**config.mk**
```make
export PLATFORM = sky130hd
export DESIGN_NAME = css_token_scanner
export DESIGN_NICKNAME = d
export VERILOG_FILES = /design/src/sv/cts_pkg.sv /design/src/sv/css_token_scanner.sv /design/src/sv/cts_front.sv /design/src/sv/cts_fifo.sv /design/src/sv/cts_back.sv
export SDC_FILE = /design/constraint.sdc
export NUM_CORES = 1
export LEC_CHECK = 0
export BUFFER_PORTS_ARGS = -buffer_cell sky130_fd_sc_hd__clkbuf_2
export CAP_MARGIN = 20
export CORE_MARGIN = 2
export CORE_UTILIZATION = 50
export DETAILED_ROUTE_END_ITERATION = 6
export PLACE_DENSITY = 0.69
export SLEW_MARGIN = 25
export SYNTH_ARGS = -nofsm -noshare
export SYNTH_HDL_FRONTEND = slang
export SYNTH_HIERARCHICAL = 1
export SYNTH_SLANG_ARGS = --single-unit
```
**constraint.sdc**
```tcl
create_clock -name clk -period 5.4 [get_ports clk]
set_clock_uncertainty 0.05 [all_clocks]
set_input_delay 0.81 -clock clk [delete_from_list [all_inputs] [get_ports clk]]
set_output_delay 0.81 -clock clk [all_outputs]
set_load 0.1 [all_outputs]
```
**src/sv/cts_pkg.sv**
```systemverilog
package cts_pkg;

    localparam int FIFO_DEPTH = 4;

    localparam logic [4:0] K_WS      = 5'd0;
    localparam logic [4:0] K_EOF     = 5'd1;
    localparam logic [4:0] K_STRING  = 5'd2;
    localparam logic [4:0] K_HASH    = 5'd3;
    localparam logic [4:0] K_AT      = 5'd4;
    localparam logic [4:0] K_NUMBER  = 5'd5;
    localparam logic [4:0] K_PERCENT = 5'd6;
    localparam logic [4:0] K_DIM     = 5'd7;
    localparam logic [4:0] K_IDENT   = 5'd8;
    localparam logic [4:0] K_FUNC    = 5'd9;
    localparam logic [4:0] K_PUNCT0  = 5'd10;
    localparam logic [4:0] K_DELIM   = 5'd25;

    localparam logic [7:0] CH_SLASH  = 8'h2F;
    localparam logic [7:0] CH_STAR   = 8'h2A;
    localparam logic [7:0] CH_DQUOTE = 8'h22;
    localparam logic [7:0] CH_SQUOTE = 8'h27;
    localparam logic [7:0] CH_HASH   = 8'h23;
    localparam logic [7:0] CH_AT     = 8'h40;
    localparam logic [7:0] CH_DOT    = 8'h2E;
    localparam logic [7:0] CH_PLUS   = 8'h2B;
    localparam logic [7:0] CH_MINUS  = 8'h2D;
    localparam logic [7:0] CH_PCT    = 8'h25;
    localparam logic [7:0] CH_LPAREN = 8'h28;
    localparam logic [7:0] CH_BSLASH = 8'h5C;
    localparam logic [7:0] CH_LO_E   = 8'h65;
    localparam logic [7:0] CH_UP_E   = 8'h45;
    localparam logic [7:0] CH_HIGH   = 8'h80;

    typedef enum logic [4:0] {
        M_IDLE, M_WS, M_COPEN, M_COMMENT, M_CSTAR, M_STRING, M_HASH, M_AT,
        M_IDENT, M_INT, M_FRAC, M_ESIGN, M_EXP, M_UNIT
    } mode_t;

    typedef enum logic [1:0] {PH_RUN, PH_FLUSH, PH_EOF} phase_t;

    typedef enum logic [1:0] {RES_WAIT, RES_TAKE, RES_AGAIN} res_t;

    // one source byte with its character class
    typedef struct packed {
        logic [7:0] data;
        logic       eos;
        logic       digit;
        logic       space;
        logic       name_start;
        logic       in_name;
        logic [4:0] kind;      // punctuation kind or delim
    } entry_t;

    function automatic logic [4:0] punct_kind(input logic [7:0] b);
        logic [4:0] k;
        unique case (b)
            8'h3A:   k = K_PUNCT0;
            8'h3B:   k = K_PUNCT0 + 5'd1;
            8'h2C:   k = K_PUNCT0 + 5'd2;
            8'h7B:   k = K_PUNCT0 + 5'd3;
            8'h7D:   k = K_PUNCT0 + 5'd4;
            8'h28:   k = K_PUNCT0 + 5'd5;
            8'h29:   k = K_PUNCT0 + 5'd6;
            8'h5B:   k = K_PUNCT0 + 5'd7;
            8'h5D:   k = K_PUNCT0 + 5'd8;
            8'h21:   k = K_PUNCT0 + 5'd9;
            8'h2E:   k = K_PUNCT0 + 5'd10;
            8'h3E:   k = K_PUNCT0 + 5'd11;
            8'h2B:   k = K_PUNCT0 + 5'd12;
            8'h7E:   k = K_PUNCT0 + 5'd13;
            8'h2A:   k = K_PUNCT0 + 5'd14;
            default: k = K_DELIM;
        endcase
        return k;
    endfunction

endpackage

```
**src/sv/css_token_scanner.sv**
```systemverilog
// Channel  | Handshake           | Payload
// ---------+---------------------+--------------------------------------------------
// source   | in_valid / in_stall | src_byte, end_of_source
// tokens   | out_valid/out_stall | token_kind, text_start, text_length,
//          |                     | number_length, delim_byte, last_token
//
// One byte per cycle in steady state, while neither side stalls; a byte that closes a
// token is scanned again, as is a byte that ends an exponent with no sign, and each
// held lookahead byte ('/', '.', '+', '-', 'e') is scanned once the byte after it arrives.
// After the final byte the scanner flushes a pending token, then sends EOF.
// Async active-low reset clears queue and scanner; the source stalls only on a
// full four-entry queue, the scanner only while a token waits in a stalled output.
module css_token_scanner #(
    parameter int OFFSET_BITS = 16
) (
    input  logic        clk,
    input  logic        rst_n,
    input  logic        in_valid,
    output logic        in_stall,
    input  logic [7:0]  src_byte,
    input  logic        end_of_source,
    output logic        out_valid,
    input  logic        out_stall,
    output logic [4:0]  token_kind,
    output logic [15:0] text_start,
    output logic [15:0] text_length,
    output logic [15:0] number_length,
    output logic [7:0]  delim_byte,
    output logic        last_token
);

    // front: classify each request and push it into the queue
    logic            push;
    logic            fifo_full;
    cts_pkg::entry_t push_data;

    // queue to the scan step unit
    logic            head_valid;
    logic            pop;
    cts_pkg::entry_t head_data;

    cts_front u_front (
        .in_valid      (in_valid),
        .src_byte      (src_byte),
        .end_of_source (end_of_source),
        .fifo_full     (fifo_full),
        .in_stall      (in_stall),
        .push          (push),
        .push_data     (push_data)
    );

    cts_fifo u_fifo (
        .clk        (clk),
        .rst_n      (rst_n),
        .push       (push),
        .push_data  (push_data),
        .pop        (pop),
        .full       (fifo_full),
        .head_valid (head_valid),
        .head_data  (head_data)
    );

    // back: mode machine with two bytes of lookahead; one decision per cycle when not stalled
    cts_back #(
        .OB (OFFSET_BITS)
    ) u_back (
        .clk           (clk),
        .rst_n         (rst_n),
        .q_valid       (head_valid),
        .q_data        (head_data),
        .q_pop         (pop),
        .out_stall     (out_stall),
        .out_valid     (out_valid),
        .token_kind    (token_kind),
        .text_start    (text_start),
        .text_length   (text_length),
        .number_length (number_length),
        .delim_byte    (delim_byte),
        .last_token    (last_token)
    );

endmodule

```
**src/sv/cts_front.sv**
```systemverilog
module cts_front (
    input  logic                  in_valid,
    input  logic [7:0]            src_byte,
    input  logic                  end_of_source,
    input  logic                  fifo_full,
    output logic                  in_stall,
    output logic                  push,
    output cts_pkg::entry_t       push_data
);

    logic alpha;

    assign alpha = (src_byte >= 8'h61 && src_byte <= 8'h7A) ||
                   (src_byte >= 8'h41 && src_byte <= 8'h5A);

    always_comb
    begin
        push_data.data       = src_byte;
        push_data.eos        = end_of_source;
        push_data.digit      = (src_byte >= 8'h30) && (src_byte <= 8'h39);
        push_data.space      = (src_byte == 8'h20) || (src_byte == 8'h09) ||
                               (src_byte == 8'h0D) || (src_byte == 8'h0A) ||
                               (src_byte == 8'h0C);
        push_data.name_start = alpha || (src_byte == 8'h5F) ||
                               (src_byte == cts_pkg::CH_MINUS) ||
                               ((src_byte & cts_pkg::CH_HIGH) != 8'h00);
        push_data.in_name    = push_data.name_start || push_data.digit;
        push_data.kind       = cts_pkg::punct_kind(src_byte);
    end

    assign in_stall = fifo_full;
    assign push     = in_valid && !fifo_full;

endmodule

```
**src/sv/cts_fifo.sv**
```systemverilog
module cts_fifo (
    input  logic             clk,
    input  logic             rst_n,
    input  logic             push,
    input  cts_pkg::entry_t  push_data,
    input  logic             pop,
    output logic             full,
    output logic             head_valid,
    output cts_pkg::entry_t  head_data
);

    localparam int PW = $clog2(cts_pkg::FIFO_DEPTH);

    cts_pkg::entry_t mem_reg [cts_pkg::FIFO_DEPTH];
    logic [PW-1:0]   wr_ptr_reg;
    logic [PW-1:0]   rd_ptr_reg;
    logic [PW:0]     count_reg;
    logic [PW:0]     count_next;

    assign full       = (count_reg == (PW+1)'(cts_pkg::FIFO_DEPTH));
    assign head_valid = (count_reg != '0);
    assign head_data  = mem_reg[rd_ptr_reg];

    always_comb
    begin
        count_next = count_reg;
        if (push && !pop)
            count_next = count_reg + 1'b1;
        else if (pop && !push)
            count_next = count_reg - 1'b1;
    end

    always_ff @(posedge clk)
    begin
        if (push)
            mem_reg[wr_ptr_reg] <= push_data;
    end

    always_ff @(posedge clk or negedge rst_n)
    begin
        if (!rst_n)
        begin
            wr_ptr_reg <= '0;
            rd_ptr_reg <= '0;
            count_reg  <= '0;
        end
        else
        begin
            if (push)
                wr_ptr_reg <= wr_ptr_reg + 1'b1;
            if (pop)
                rd_ptr_reg <= rd_ptr_reg + 1'b1;
            count_reg <= count_next;
        end
    end

endmodule

```
**src/sv/cts_back.sv**
```systemverilog
module cts_back #(
    parameter int OB = 16
) (
    input  logic             clk,
    input  logic             rst_n,
    input  logic             q_valid,
    input  cts_pkg::entry_t  q_data,
    output logic             q_pop,
    input  logic             out_stall,
    output logic             out_valid,
    output logic [4:0]       token_kind,
    output logic [15:0]      text_start,
    output logic [15:0]      text_length,
    output logic [15:0]      number_length,
    output logic [7:0]       delim_byte,
    output logic             last_token
);

    localparam logic [OB-1:0] POS_MAX = {OB{1'b1}};

    function automatic logic [15:0] sat16(input logic [OB-1:0] v);
        logic [OB+15:0] x;
        x = {16'd0, v};
        return (x > (OB+16)'(17'h0FFFF)) ? 16'hFFFF : x[15:0];
    endfunction

    cts_pkg::phase_t phase_reg, phase_next;
    cts_pkg::mode_t  mode_reg, mode_next;
    logic [OB-1:0]   pos_reg, ts_reg, nl_reg, ts_next, nl_next;
    logic [7:0]      quote_reg, quote_next;
    logic            esc_reg, esc_next;
    cts_pkg::entry_t la_reg [3];
    logic [1:0]      wn_reg;
    logic            need_reg;
    logic            end_reg;

    cts_pkg::entry_t w [3];
    cts_pkg::entry_t c;
    logic [1:0]      wn_eff, wn_next;
    logic            at_end, win_ok;
    logic            a_known, b_known, a_wait, b_wait;
    logic [OB-1:0]   npos, span, pspan;

    cts_pkg::res_t   r;
    logic            em, do_suffix, exp_ok, exp_wait, num_yes, num_wait;
    logic [4:0]      e_kind;
    logic [OB-1:0]   e_start, e_len, e_nl;
    logic [7:0]      e_del;

    logic            fl_em;
    logic [4:0]      fl_kind;
    logic [OB-1:0]   fl_nl;

    logic            out_free, step_go, done, flush_go;
    logic            load;
    logic [4:0]      ld_kind;
    logic [OB-1:0]   ld_start, ld_len, ld_nl;
    logic [7:0]      ld_del;
    logic            ld_last;

    logic            out_valid_reg;

    assign out_free = !out_valid_reg || !out_stall;
    assign npos     = (pos_reg < POS_MAX) ? pos_reg + 1'b1 : pos_reg;
    assign span     = (pos_reg >= ts_reg) ? pos_reg - ts_reg : '0;
    assign pspan    = (npos >= ts_reg) ? npos - ts_reg : '0;

    // window: held lookahead plus the queue head when a new byte is due
    always_comb
    begin
        for (int i = 0; i < 3; i++)
            w[i] = la_reg[i];
        wn_eff = wn_reg;
        at_end = end_reg;
        win_ok = 1'b1;
        if (need_reg)
        begin
            if (wn_reg != 2'd3)
                w[wn_reg] = q_data;
            wn_eff = wn_reg + 2'd1;
            at_end = q_data.eos;
            win_ok = q_valid;
        end
    end

    assign c       = w[0];
    assign a_known = (wn_eff > 2'd1);
    assign b_known = (wn_eff > 2'd2);
    assign a_wait  = !a_known && !at_end;
    assign b_wait  = !b_known && !at_end;

    // exponent check for 'e' after digits
    always_comb
    begin
        exp_ok   = 1'b0;
        exp_wait = 1'b0;
        if (a_wait)
            exp_wait = 1'b1;
        else if (a_known && w[1].digit)
            exp_ok = 1'b1;
        else if (a_known && (w[1].data == cts_pkg::CH_PLUS ||
                             w[1].data == cts_pkg::CH_MINUS))
        begin
            if (b_wait)
                exp_wait = 1'b1;
            else
                exp_ok = b_known && w[2].digit;
        end
    end

    // number start check in idle
    always_comb
    begin
        num_yes  = 1'b0;
        num_wait = 1'b0;
        if (c.digit)
            num_yes = 1'b1;
        else if (c.data == cts_pkg::CH_DOT)
        begin
            num_wait = a_wait;
            num_yes  = a_known && w[1].digit;
        end
        else if (c.data == cts_pkg::CH_PLUS || c.data == cts_pkg::CH_MINUS)
        begin
            if (a_wait)
                num_wait = 1'b1;
            else if (a_known && w[1].digit)
                num_yes = 1'b1;
            else if (a_known && w[1].data == cts_pkg::CH_DOT)
            begin
                num_wait = b_wait;
                num_yes  = b_known && w[2].digit;
            end
        end
    end

    // one scan step on the window head
    always_comb
    begin
        r          = cts_pkg::RES_TAKE;
        em         = 1'b0;
        do_suffix  = 1'b0;
        e_kind     = cts_pkg::K_DELIM;
        e_start    = ts_reg;
        e_len      = span;
        e_nl       = '0;
        e_del      = 8'd0;
        mode_next  = mode_reg;
        ts_next    = ts_reg;
        nl_next    = nl_reg;
        quote_next = quote_reg;
        esc_next   = esc_reg;
        unique case (mode_reg)
            cts_pkg::M_WS:
            begin
                if (c.space)
                    r = cts_pkg::RES_TAKE;
                else if (c.data == cts_pkg::CH_SLASH && a_wait)
                    r = cts_pkg::RES_WAIT;
                else if (c.data == cts_pkg::CH_SLASH && a_known &&
                         w[1].data == cts_pkg::CH_STAR)
                    mode_next = cts_pkg::M_COPEN;
                else
                begin
                    em        = 1'b1;
                    e_kind    = cts_pkg::K_WS;
                    mode_next = cts_pkg::M_IDLE;
                    r         = cts_pkg::RES_AGAIN;
                end
            end
            cts_pkg::M_COPEN:
                mode_next = cts_pkg::M_COMMENT;
            cts_pkg::M_COMMENT:
            begin
                if (c.data == cts_pkg::CH_STAR)
                    mode_next = cts_pkg::M_CSTAR;
            end
            cts_pkg::M_CSTAR:
            begin
                if (c.data == cts_pkg::CH_SLASH)
                    mode_next = cts_pkg::M_WS;
                else if (c.data != cts_pkg::CH_STAR)
                    mode_next = cts_pkg::M_COMMENT;
            end
            cts_pkg::M_STRING:
            begin
                if (esc_reg)
                    esc_next = 1'b0;
                else if (c.data == cts_pkg::CH_BSLASH)
                    esc_next = 1'b1;
                else if (c.data == quote_reg)
                begin
                    em        = 1'b1;
                    e_kind    = cts_pkg::K_STRING;
                    mode_next = cts_pkg::M_IDLE;
                end
            end
            cts_pkg::M_HASH, cts_pkg::M_AT, cts_pkg::M_IDENT:
            begin
                if (c.in_name)
                    r = cts_pkg::RES_TAKE;
                else if (mode_reg == cts_pkg::M_IDENT && c.data == cts_pkg::CH_LPAREN)
                begin
                    em        = 1'b1;
                    e_kind    = cts_pkg::K_FUNC;
                    mode_next = cts_pkg::M_IDLE;
                end
                else
                begin
                    em        = 1'b1;
                    e_kind    = (mode_reg == cts_pkg::M_HASH) ? cts_pkg::K_HASH :
                                (mode_reg == cts_pkg::M_AT)   ? cts_pkg::K_AT :
                                                                cts_pkg::K_IDENT;
                    mode_next = cts_pkg::M_IDLE;
                    r         = cts_pkg::RES_AGAIN;
                end
            end
            cts_pkg::M_INT, cts_pkg::M_FRAC:
            begin
                if (c.digit)
                    r = cts_pkg::RES_TAKE;
                else if (mode_reg == cts_pkg::M_INT && c.data == cts_pkg::CH_DOT)
                    mode_next = cts_pkg::M_FRAC;
                else if ((c.data == cts_pkg::CH_LO_E || c.data == cts_pkg::CH_UP_E) &&
                         exp_wait)
                    r = cts_pkg::RES_WAIT;
                else if ((c.data == cts_pkg::CH_LO_E || c.data == cts_pkg::CH_UP_E) &&
                         exp_ok)
                    mode_next = cts_pkg::M_ESIGN;
                else
                    do_suffix = 1'b1;
            end
            cts_pkg::M_ESIGN:
            begin
                mode_next = cts_pkg::M_EXP;
                if (c.data != cts_pkg::CH_PLUS && c.data != cts_pkg::CH_MINUS)
                    r = cts_pkg::RES_AGAIN;
            end
            cts_pkg::M_EXP:
            begin
                if (!c.digit)
                    do_suffix = 1'b1;
            end
            cts_pkg::M_UNIT:
            begin
                if (!c.in_name)
                begin
                    em        = 1'b1;
                    e_kind    = cts_pkg::K_DIM;
                    e_nl      = nl_reg;
                    mode_next = cts_pkg::M_IDLE;
                    r         = cts_pkg::RES_AGAIN;
                end
            end
            default:
            begin
                // between tokens
                mode_next = cts_pkg::M_IDLE;
                if (c.space)
                begin
                    ts_next   = pos_reg;
                    mode_next = cts_pkg::M_WS;
                end
                else if (c.data == cts_pkg::CH_SLASH)
                begin
                    if (a_wait)
                        r = cts_pkg::RES_WAIT;
                    else if (a_known && w[1].data == cts_pkg::CH_STAR)
                    begin
                        ts_next   = pos_reg;
                        mode_next = cts_pkg::M_COPEN;
                    end
                    else
                    begin
                        em      = 1'b1;
                        e_kind  = cts_pkg::K_DELIM;
                        e_start = pos_reg;
                        e_len   = OB'(1);
                        e_del   = c.data;
                    end
                end
                else if (c.data == cts_pkg::CH_DQUOTE || c.data == cts_pkg::CH_SQUOTE)
                begin
                    quote_next = c.data;
                    esc_next   = 1'b0;
                    ts_next    = npos;
                    mode_next  = cts_pkg::M_STRING;
                end
                else if (c.data == cts_pkg::CH_HASH)
                begin
                    ts_next   = npos;
                    mode_next = cts_pkg::M_HASH;
                end
                else if (c.data == cts_pkg::CH_AT)
                begin
                    ts_next   = npos;
                    mode_next = cts_pkg::M_AT;
                end
                else if (num_wait)
                    r = cts_pkg::RES_WAIT;
                else if (num_yes)
                begin
                    ts_next   = pos_reg;
                    mode_next = (c.data == cts_pkg::CH_DOT) ? cts_pkg::M_FRAC :
                                                              cts_pkg::M_INT;
                end
                else if (c.name_start)
                begin
                    ts_next   = pos_reg;
                    mode_next = cts_pkg::M_IDENT;
                end
                else
                begin
                    em      = 1'b1;
                    e_kind  = c.kind;
                    e_start = pos_reg;
                    e_len   = OB'(1);
                    e_del   = c.data;
                end
            end
        endcase

        // numeric suffix: percent, unit or plain number
        if (do_suffix)
        begin
            nl_next = span;
            if (c.data == cts_pkg::CH_PCT)
            begin
                em        = 1'b1;
                e_kind    = cts_pkg::K_PERCENT;
                e_len     = pspan;
                e_nl      = span;
                mode_next = cts_pkg::M_IDLE;
            end
            else if (c.name_start)
                mode_next = cts_pkg::M_UNIT;
            else
            begin
                em        = 1'b1;
                e_kind    = cts_pkg::K_NUMBER;
                e_nl      = span;
                mode_next = cts_pkg::M_IDLE;
                r         = cts_pkg::RES_AGAIN;
            end
        end
    end

    // token left open at end of source
    always_comb
    begin
        fl_em   = 1'b1;
        fl_kind = cts_pkg::K_WS;
        fl_nl   = '0;
        unique case (mode_reg)
            cts_pkg::M_WS, cts_pkg::M_COPEN, cts_pkg::M_COMMENT, cts_pkg::M_CSTAR:
                fl_kind = cts_pkg::K_WS;
            cts_pkg::M_STRING: fl_kind = cts_pkg::K_STRING;
            cts_pkg::M_HASH:   fl_kind = cts_pkg::K_HASH;
            cts_pkg::M_AT:     fl_kind = cts_pkg::K_AT;
            cts_pkg::M_IDENT:  fl_kind = cts_pkg::K_IDENT;
            cts_pkg::M_INT, cts_pkg::M_FRAC, cts_pkg::M_ESIGN, cts_pkg::M_EXP:
            begin
                fl_kind = cts_pkg::K_NUMBER;
                fl_nl   = span;
            end
            cts_pkg::M_UNIT:
            begin
                fl_kind = cts_pkg::K_DIM;
                fl_nl   = nl_reg;
            end
            default: fl_em = 1'b0;
        endcase
    end

    assign step_go  = (phase_reg == cts_pkg::PH_RUN) && win_ok && (!em || out_free);
    assign wn_next  = (r == cts_pkg::RES_TAKE) ? wn_eff - 2'd1 : wn_eff;
    assign done     = (r == cts_pkg::RES_WAIT) || (wn_next == 2'd0);
    assign flush_go = !fl_em || out_free;
    assign q_pop    = step_go && need_reg;

    always_comb
    begin
        phase_next = phase_reg;
        unique case (phase_reg)
            cts_pkg::PH_RUN:
            begin
                if (step_go && done && at_end)
                    phase_next = cts_pkg::PH_FLUSH;
            end
            cts_pkg::PH_FLUSH:
            begin
                if (flush_go)
                    phase_next = cts_pkg::PH_EOF;
            end
            cts_pkg::PH_EOF:
            begin
                if (out_free)
                    phase_next = cts_pkg::PH_RUN;
            end
            default: phase_next = cts_pkg::PH_RUN;
        endcase
    end

    // result selection per phase
    always_comb
    begin
        load     = 1'b0;
        ld_kind  = e_kind;
        ld_start = e_start;
        ld_len   = e_len;
        ld_nl    = e_nl;
        ld_del   = e_del;
        ld_last  = 1'b0;
        unique case (phase_reg)
            cts_pkg::PH_RUN:
                load = step_go && em;
            cts_pkg::PH_FLUSH:
            begin
                load     = fl_em && out_free;
                ld_kind  = fl_kind;
                ld_start = ts_reg;
                ld_len   = span;
                ld_nl    = fl_nl;
                ld_del   = 8'd0;
            end
            cts_pkg::PH_EOF:
            begin
                load     = out_free;
                ld_kind  = cts_pkg::K_EOF;
                ld_start = '0;
                ld_len   = '0;
                ld_nl    = '0;
                ld_del   = 8'd0;
                ld_last  = 1'b1;
            end
            default: load = 1'b0;
        endcase
    end

    always_ff @(posedge clk)
    begin
        if (load)
        begin
            token_kind    <= ld_kind;
            text_start    <= sat16(ld_start);
            text_length   <= sat16(ld_len);
            number_length <= sat16(ld_nl);
            delim_byte    <= ld_del;
            last_token    <= ld_last;
        end
        if (step_go)
        begin
            if (r == cts_pkg::RES_TAKE)
            begin
                la_reg[0] <= w[1];
                la_reg[1] <= w[2];
                la_reg[2] <= w[2];
            end
            else
            begin
                for (int i = 0; i < 3; i++)
                    la_reg[i] <= w[i];
            end
            ts_reg    <= ts_next;
            nl_reg    <= nl_next;
            quote_reg <= quote_next;
        end
    end

    always_ff @(posedge clk or negedge rst_n)
    begin
        if (!rst_n)
        begin
            out_valid_reg <= 1'b0;
            phase_reg     <= cts_pkg::PH_RUN;
            mode_reg      <= cts_pkg::M_IDLE;
            pos_reg       <= '0;
            esc_reg       <= 1'b0;
            wn_reg        <= 2'd0;
            need_reg      <= 1'b1;
            end_reg       <= 1'b0;
        end
        else
        begin
            if (load)
                out_valid_reg <= 1'b1;
            else if (!out_stall)
                out_valid_reg <= 1'b0;
            phase_reg <= phase_next;
            if (step_go)
            begin
                mode_reg <= mode_next;
                esc_reg  <= esc_next;
                if (r == cts_pkg::RES_TAKE)
                    pos_reg <= npos;
                wn_reg   <= wn_next;
                need_reg <= done;
                end_reg  <= at_end;
            end
            if (phase_reg == cts_pkg::PH_EOF && out_free)
            begin
                // back to the start of a new stream
                mode_reg <= cts_pkg::M_IDLE;
                pos_reg  <= '0;
                esc_reg  <= 1'b0;
                wn_reg   <= 2'd0;
                need_reg <= 1'b1;
                end_reg  <= 1'b0;
            end
        end
    end

    assign out_valid = out_valid_reg;

endmodule

```
==> results.ini <==
[status]
run_status = finished clean

[yosys]
number_of_storage_elements_in_the_synthesis_netlist = 260
edff_count_synth = 225
synthArstFlopShare_pct = 13.46
number_of_library_cell_types_mapped_by_synthesis = 101
synth.top_cell.area_share_pct = 43.56
synth_most_common_cell = sky130_fd_sc_hd__edfxtp_1
ys_top_cells_by_count = sky130_fd_sc_hd__edfxtp_1, sky130_fd_sc_hd__nand2_1, sky130_fd_sc_hd__nor2_1
yosys_warnings = 6
combined_area_of_all_synthesized_cells_um2 = 15510
synthesis.nets = 1501
area_leader_netlist = sky130_fd_sc_hd__edfxtp_1
post_synth_main_area_contributors = sky130_fd_sc_hd__edfxtp_1, sky130_fd_sc_hd__dfrtp_1, sky130_fd_sc_hd__ha_1, sky130_fd_sc_hd__nand2_1, sky130_fd_sc_hd__a21oi_1
synth-seq-area-share_pct = 49.22
synthCells = 1437
syn_avg_cell_area_um2 = 10.79
ys.flop_type = sky130_fd_sc_hd__edfxtp_1

[routing]
drt-pass1-iter-count = 5
wirelength_routed_mm = 39.98
detail_route.wl_per_cell_um = 20.95
postRouteAntennaNets = 0
dr_total_vias = 11790
drc = 0
viasPerCell = 6.178
drt-initial-drc-count = 1114

[clock_tree]
cts_inserted_buffers = 28
clock_tree.buffer_depth = 3
cts_tree = done
cts.htree.levels = 1
holdBufCountCts = 0
cts.sink_count = 260
clk-insertion-delay-late_ns = 0.56
clk_root_buffer_cell = sky130_fd_sc_hd__clkbuf_16
clkSlewWorstSetupHoldPaths_ns = 0.06

[final_layout]
nets = 1555
utilization_pct = 55.96
flip_flop_count_of_the_largest_register_after_layout = 72
final.fill_count = 2655
drive_gt1_share_pct = 15.48
multiInputGateArea_um2 = 7152
synth_to_final_area_change_pct = 10.36
diodes_inserted = 0
sequential_cell_area_in_the_final_layout_um2 = 7634

[sta]
finalCriticalPeriod_ns = 4.989
maxClockFrequency_mhz = 200.5
report.final.hold_viol_count = 0
holdWs_ns = 0.2955
period_share_pct = 92.38
maxSlewViolCount = 0
worstMarginPinSlew_ns = 1.047
unrepaired_setup_endpoints_after_global_routing = no
slew-limit-headroom_pct = 30.17
tns_ns = 0
setup_viol = 0

[floorplan]
initial_utilization_pct = 50.70
design.die.area_um2 = 32450
fp.dieH_um = 180.1
rows = 64
die-width_um = 180.1
design.portCount = 77
coreArea_um2 = 30590

[worst_setup_path]
cp_data_required_time_ns = 5.70
cp_data_arrival_time_ns = 5.29
crit_path_end_kind = flop
critical_setup_path_kind = reg2reg
worst_setup_path_start_kind = flop
cp_max_fo = 8
cp-startpoint = u_back/pos_reg[5]$_DFFE_PN0P_
worstReg2RegStart = u_back/pos_reg[5]$_DFFE_PN0P_

[run]
maxCapViolations = 0

[global_route]
track_usage_pct = 24.22
via_count_of_the_first_global_routing_pass = 11240
largest_net_degree_at_the_start_of_global_routing = 38
number_of_antenna_violations_at_the_first_check_in_global_routing = 0
globalRouteOverflowTotal = 0
grt_first_pass_wirelength_mm = 63.20

[placement]
routabilityCongestion = 0.9751
port_buffers = 76
detailed_place_hpwl_mm = 29.11

[worst_hold_path]
type_of_the_worst_min_delay_path = in2async

[kinds of logic (layout without fill, tap and decap cells)]
kind of cell,after synthesis,count (layout),synth area share (%)
mux,71,71,6.308
xor+xnor,74,74,4.179
buf+inv,157,232,4.768
simple gates,466,466,15.55
fa+ha+maj,51,51,4.259
compound gates,358,358,15.72
flops,260,260,49.22
[critical path, stage by stage (launching register included)]
cell                       delay (ns)
sky130_fd_sc_hd__dfrtp_1         0.54
sky130_fd_sc_hd__and3_1          0.24
sky130_fd_sc_hd__and4_1          0.25
sky130_fd_sc_hd__nand2_1         0.09
sky130_fd_sc_hd__nor2_1          0.31
sky130_fd_sc_hd__and3_1          0.36
sky130_fd_sc_hd__nand2_1         0.08
sky130_fd_sc_hd__nand2_1         0.15
sky130_fd_sc_hd__inv_1           0.09
sky130_fd_sc_hd__fa_1            0.43
sky130_fd_sc_hd__nor2b_1         0.13
sky130_fd_sc_hd__o21ai_0         0.11
sky130_fd_sc_hd__a21boi_0        0.29
sky130_fd_sc_hd__o21ai_0         0.17
sky130_fd_sc_hd__a21oi_1         0.25
sky130_fd_sc_hd__o21ai_0         0.16
sky130_fd_sc_hd__o31a_1          0.34
sky130_fd_sc_hd__nor2b_2         0.25
sky130_fd_sc_hd__nand2_1         0.18
sky130_fd_sc_hd__o32ai_1         0.33
[layout make-up]
| type | count | share of cell area, % |
|---|---|---|
| timing repair buffer | 111 | 3.757 |
| sequential | 260 | 44.60 |
| inverter | 70 | 1.564 |
| tap | 396 | 2.895 |
| clock buffer | 40 | 4.773 |
| clock inverter | 11 | 0.6287 |
| multi-input combinational | 1020 | 41.78 |
[what timing repair did]
item | in CTS | in global routing
gates resized for setup | 0 | 1
endpoints found under the setup margin | 0 | 1
setup buffers | 0 | 0
[metrics by stage]
step           setup slack (ns)  instance area (um2)  instances
3_5_place_dp             0.4120                16190       1857
3_3_place_gp             0.5541                16190       1857
5_1_grt                 0.05305                17120       1908
6_report                 0.4114                17120       1908
2_1_floorplan            0.4343                15510       1437
4_1_cts                  0.3685                17110       1908
[final timing paths]
check	to	slack [ns]	cells after the start
hold / removal	u_back/mode_reg[2]$_DFFE_PN0P_	0.30	2
setup / recovery	u_back/text_length[10]$_DFFE_PP_	0.41	19
hold reg to reg	u_fifo/count_reg[2]$_DFFE_PN0P_	0.43	1
min in group clk	u_fifo/count_reg[2]$_DFFE_PN0P_	0.43	1
setup reg to reg	u_back/text_length[10]$_DFFE_PP_	0.41	19
max in group asynchronous	u_back/phase_reg[0]$_DFFE_PN0P_	4.59	2
[layer usage]
metal | global-route usage, % | share of wire [%] | vias to the layer above
met1 | 36.66 | 46 | 5687
li1 | - | - | 5480
met4 | 7.323 | 2.5 | 0
met3 | 2.930 | 7.8 | 76
met5 | 0 | 0 | -
met2 | 36.61 | 44 | 545
[placed cells by master, fill, tap and decap left out, types with 7 or more instances in the layout]
cell,instances
sky130_fd_sc_hd__edfxtp_1,225
sky130_fd_sc_hd__nand2_1,127
sky130_fd_sc_hd__nor2_1,119
sky130_fd_sc_hd__a21oi_1,92
sky130_fd_sc_hd__clkbuf_2,76
sky130_fd_sc_hd__inv_1,69
sky130_fd_sc_hd__o21ai_0,54
sky130_fd_sc_hd__ha_1,48
sky130_fd_sc_hd__xor2_1,39
sky130_fd_sc_hd__buf_4,35
sky130_fd_sc_hd__xnor2_1,35
sky130_fd_sc_hd__dfrtp_1,34
sky130_fd_sc_hd__a22o_1,31
sky130_fd_sc_hd__clkbuf_16,29
sky130_fd_sc_hd__mux2i_1,28
sky130_fd_sc_hd__nand3_1,27
sky130_fd_sc_hd__nor3_1,27
sky130_fd_sc_hd__and2_1,23
sky130_fd_sc_hd__a31oi_1,23
sky130_fd_sc_hd__mux2_2,22
sky130_fd_sc_hd__o22ai_1,18
sky130_fd_sc_hd__mux4_2,18
sky130_fd_sc_hd__nor2b_1,17
sky130_fd_sc_hd__or3_1,17
sky130_fd_sc_hd__o21a_1,17
sky130_fd_sc_hd__nand4_1,15
sky130_fd_sc_hd__and3_1,14
sky130_fd_sc_hd__a21o_1,14
sky130_fd_sc_hd__a211o_1,10
sky130_fd_sc_hd__nand2b_1,10
sky130_fd_sc_hd__o211ai_1,8
sky130_fd_sc_hd__or2_2,7
sky130_fd_sc_hd__a21boi_0,7
sky130_fd_sc_hd__nand3b_1,7
sky130_fd_sc_hd__nor4_1,7
Power is left out: the tool's default activity adds up to more than one toggle a clock period on the data nets, which glitch-free logic cannot reach.
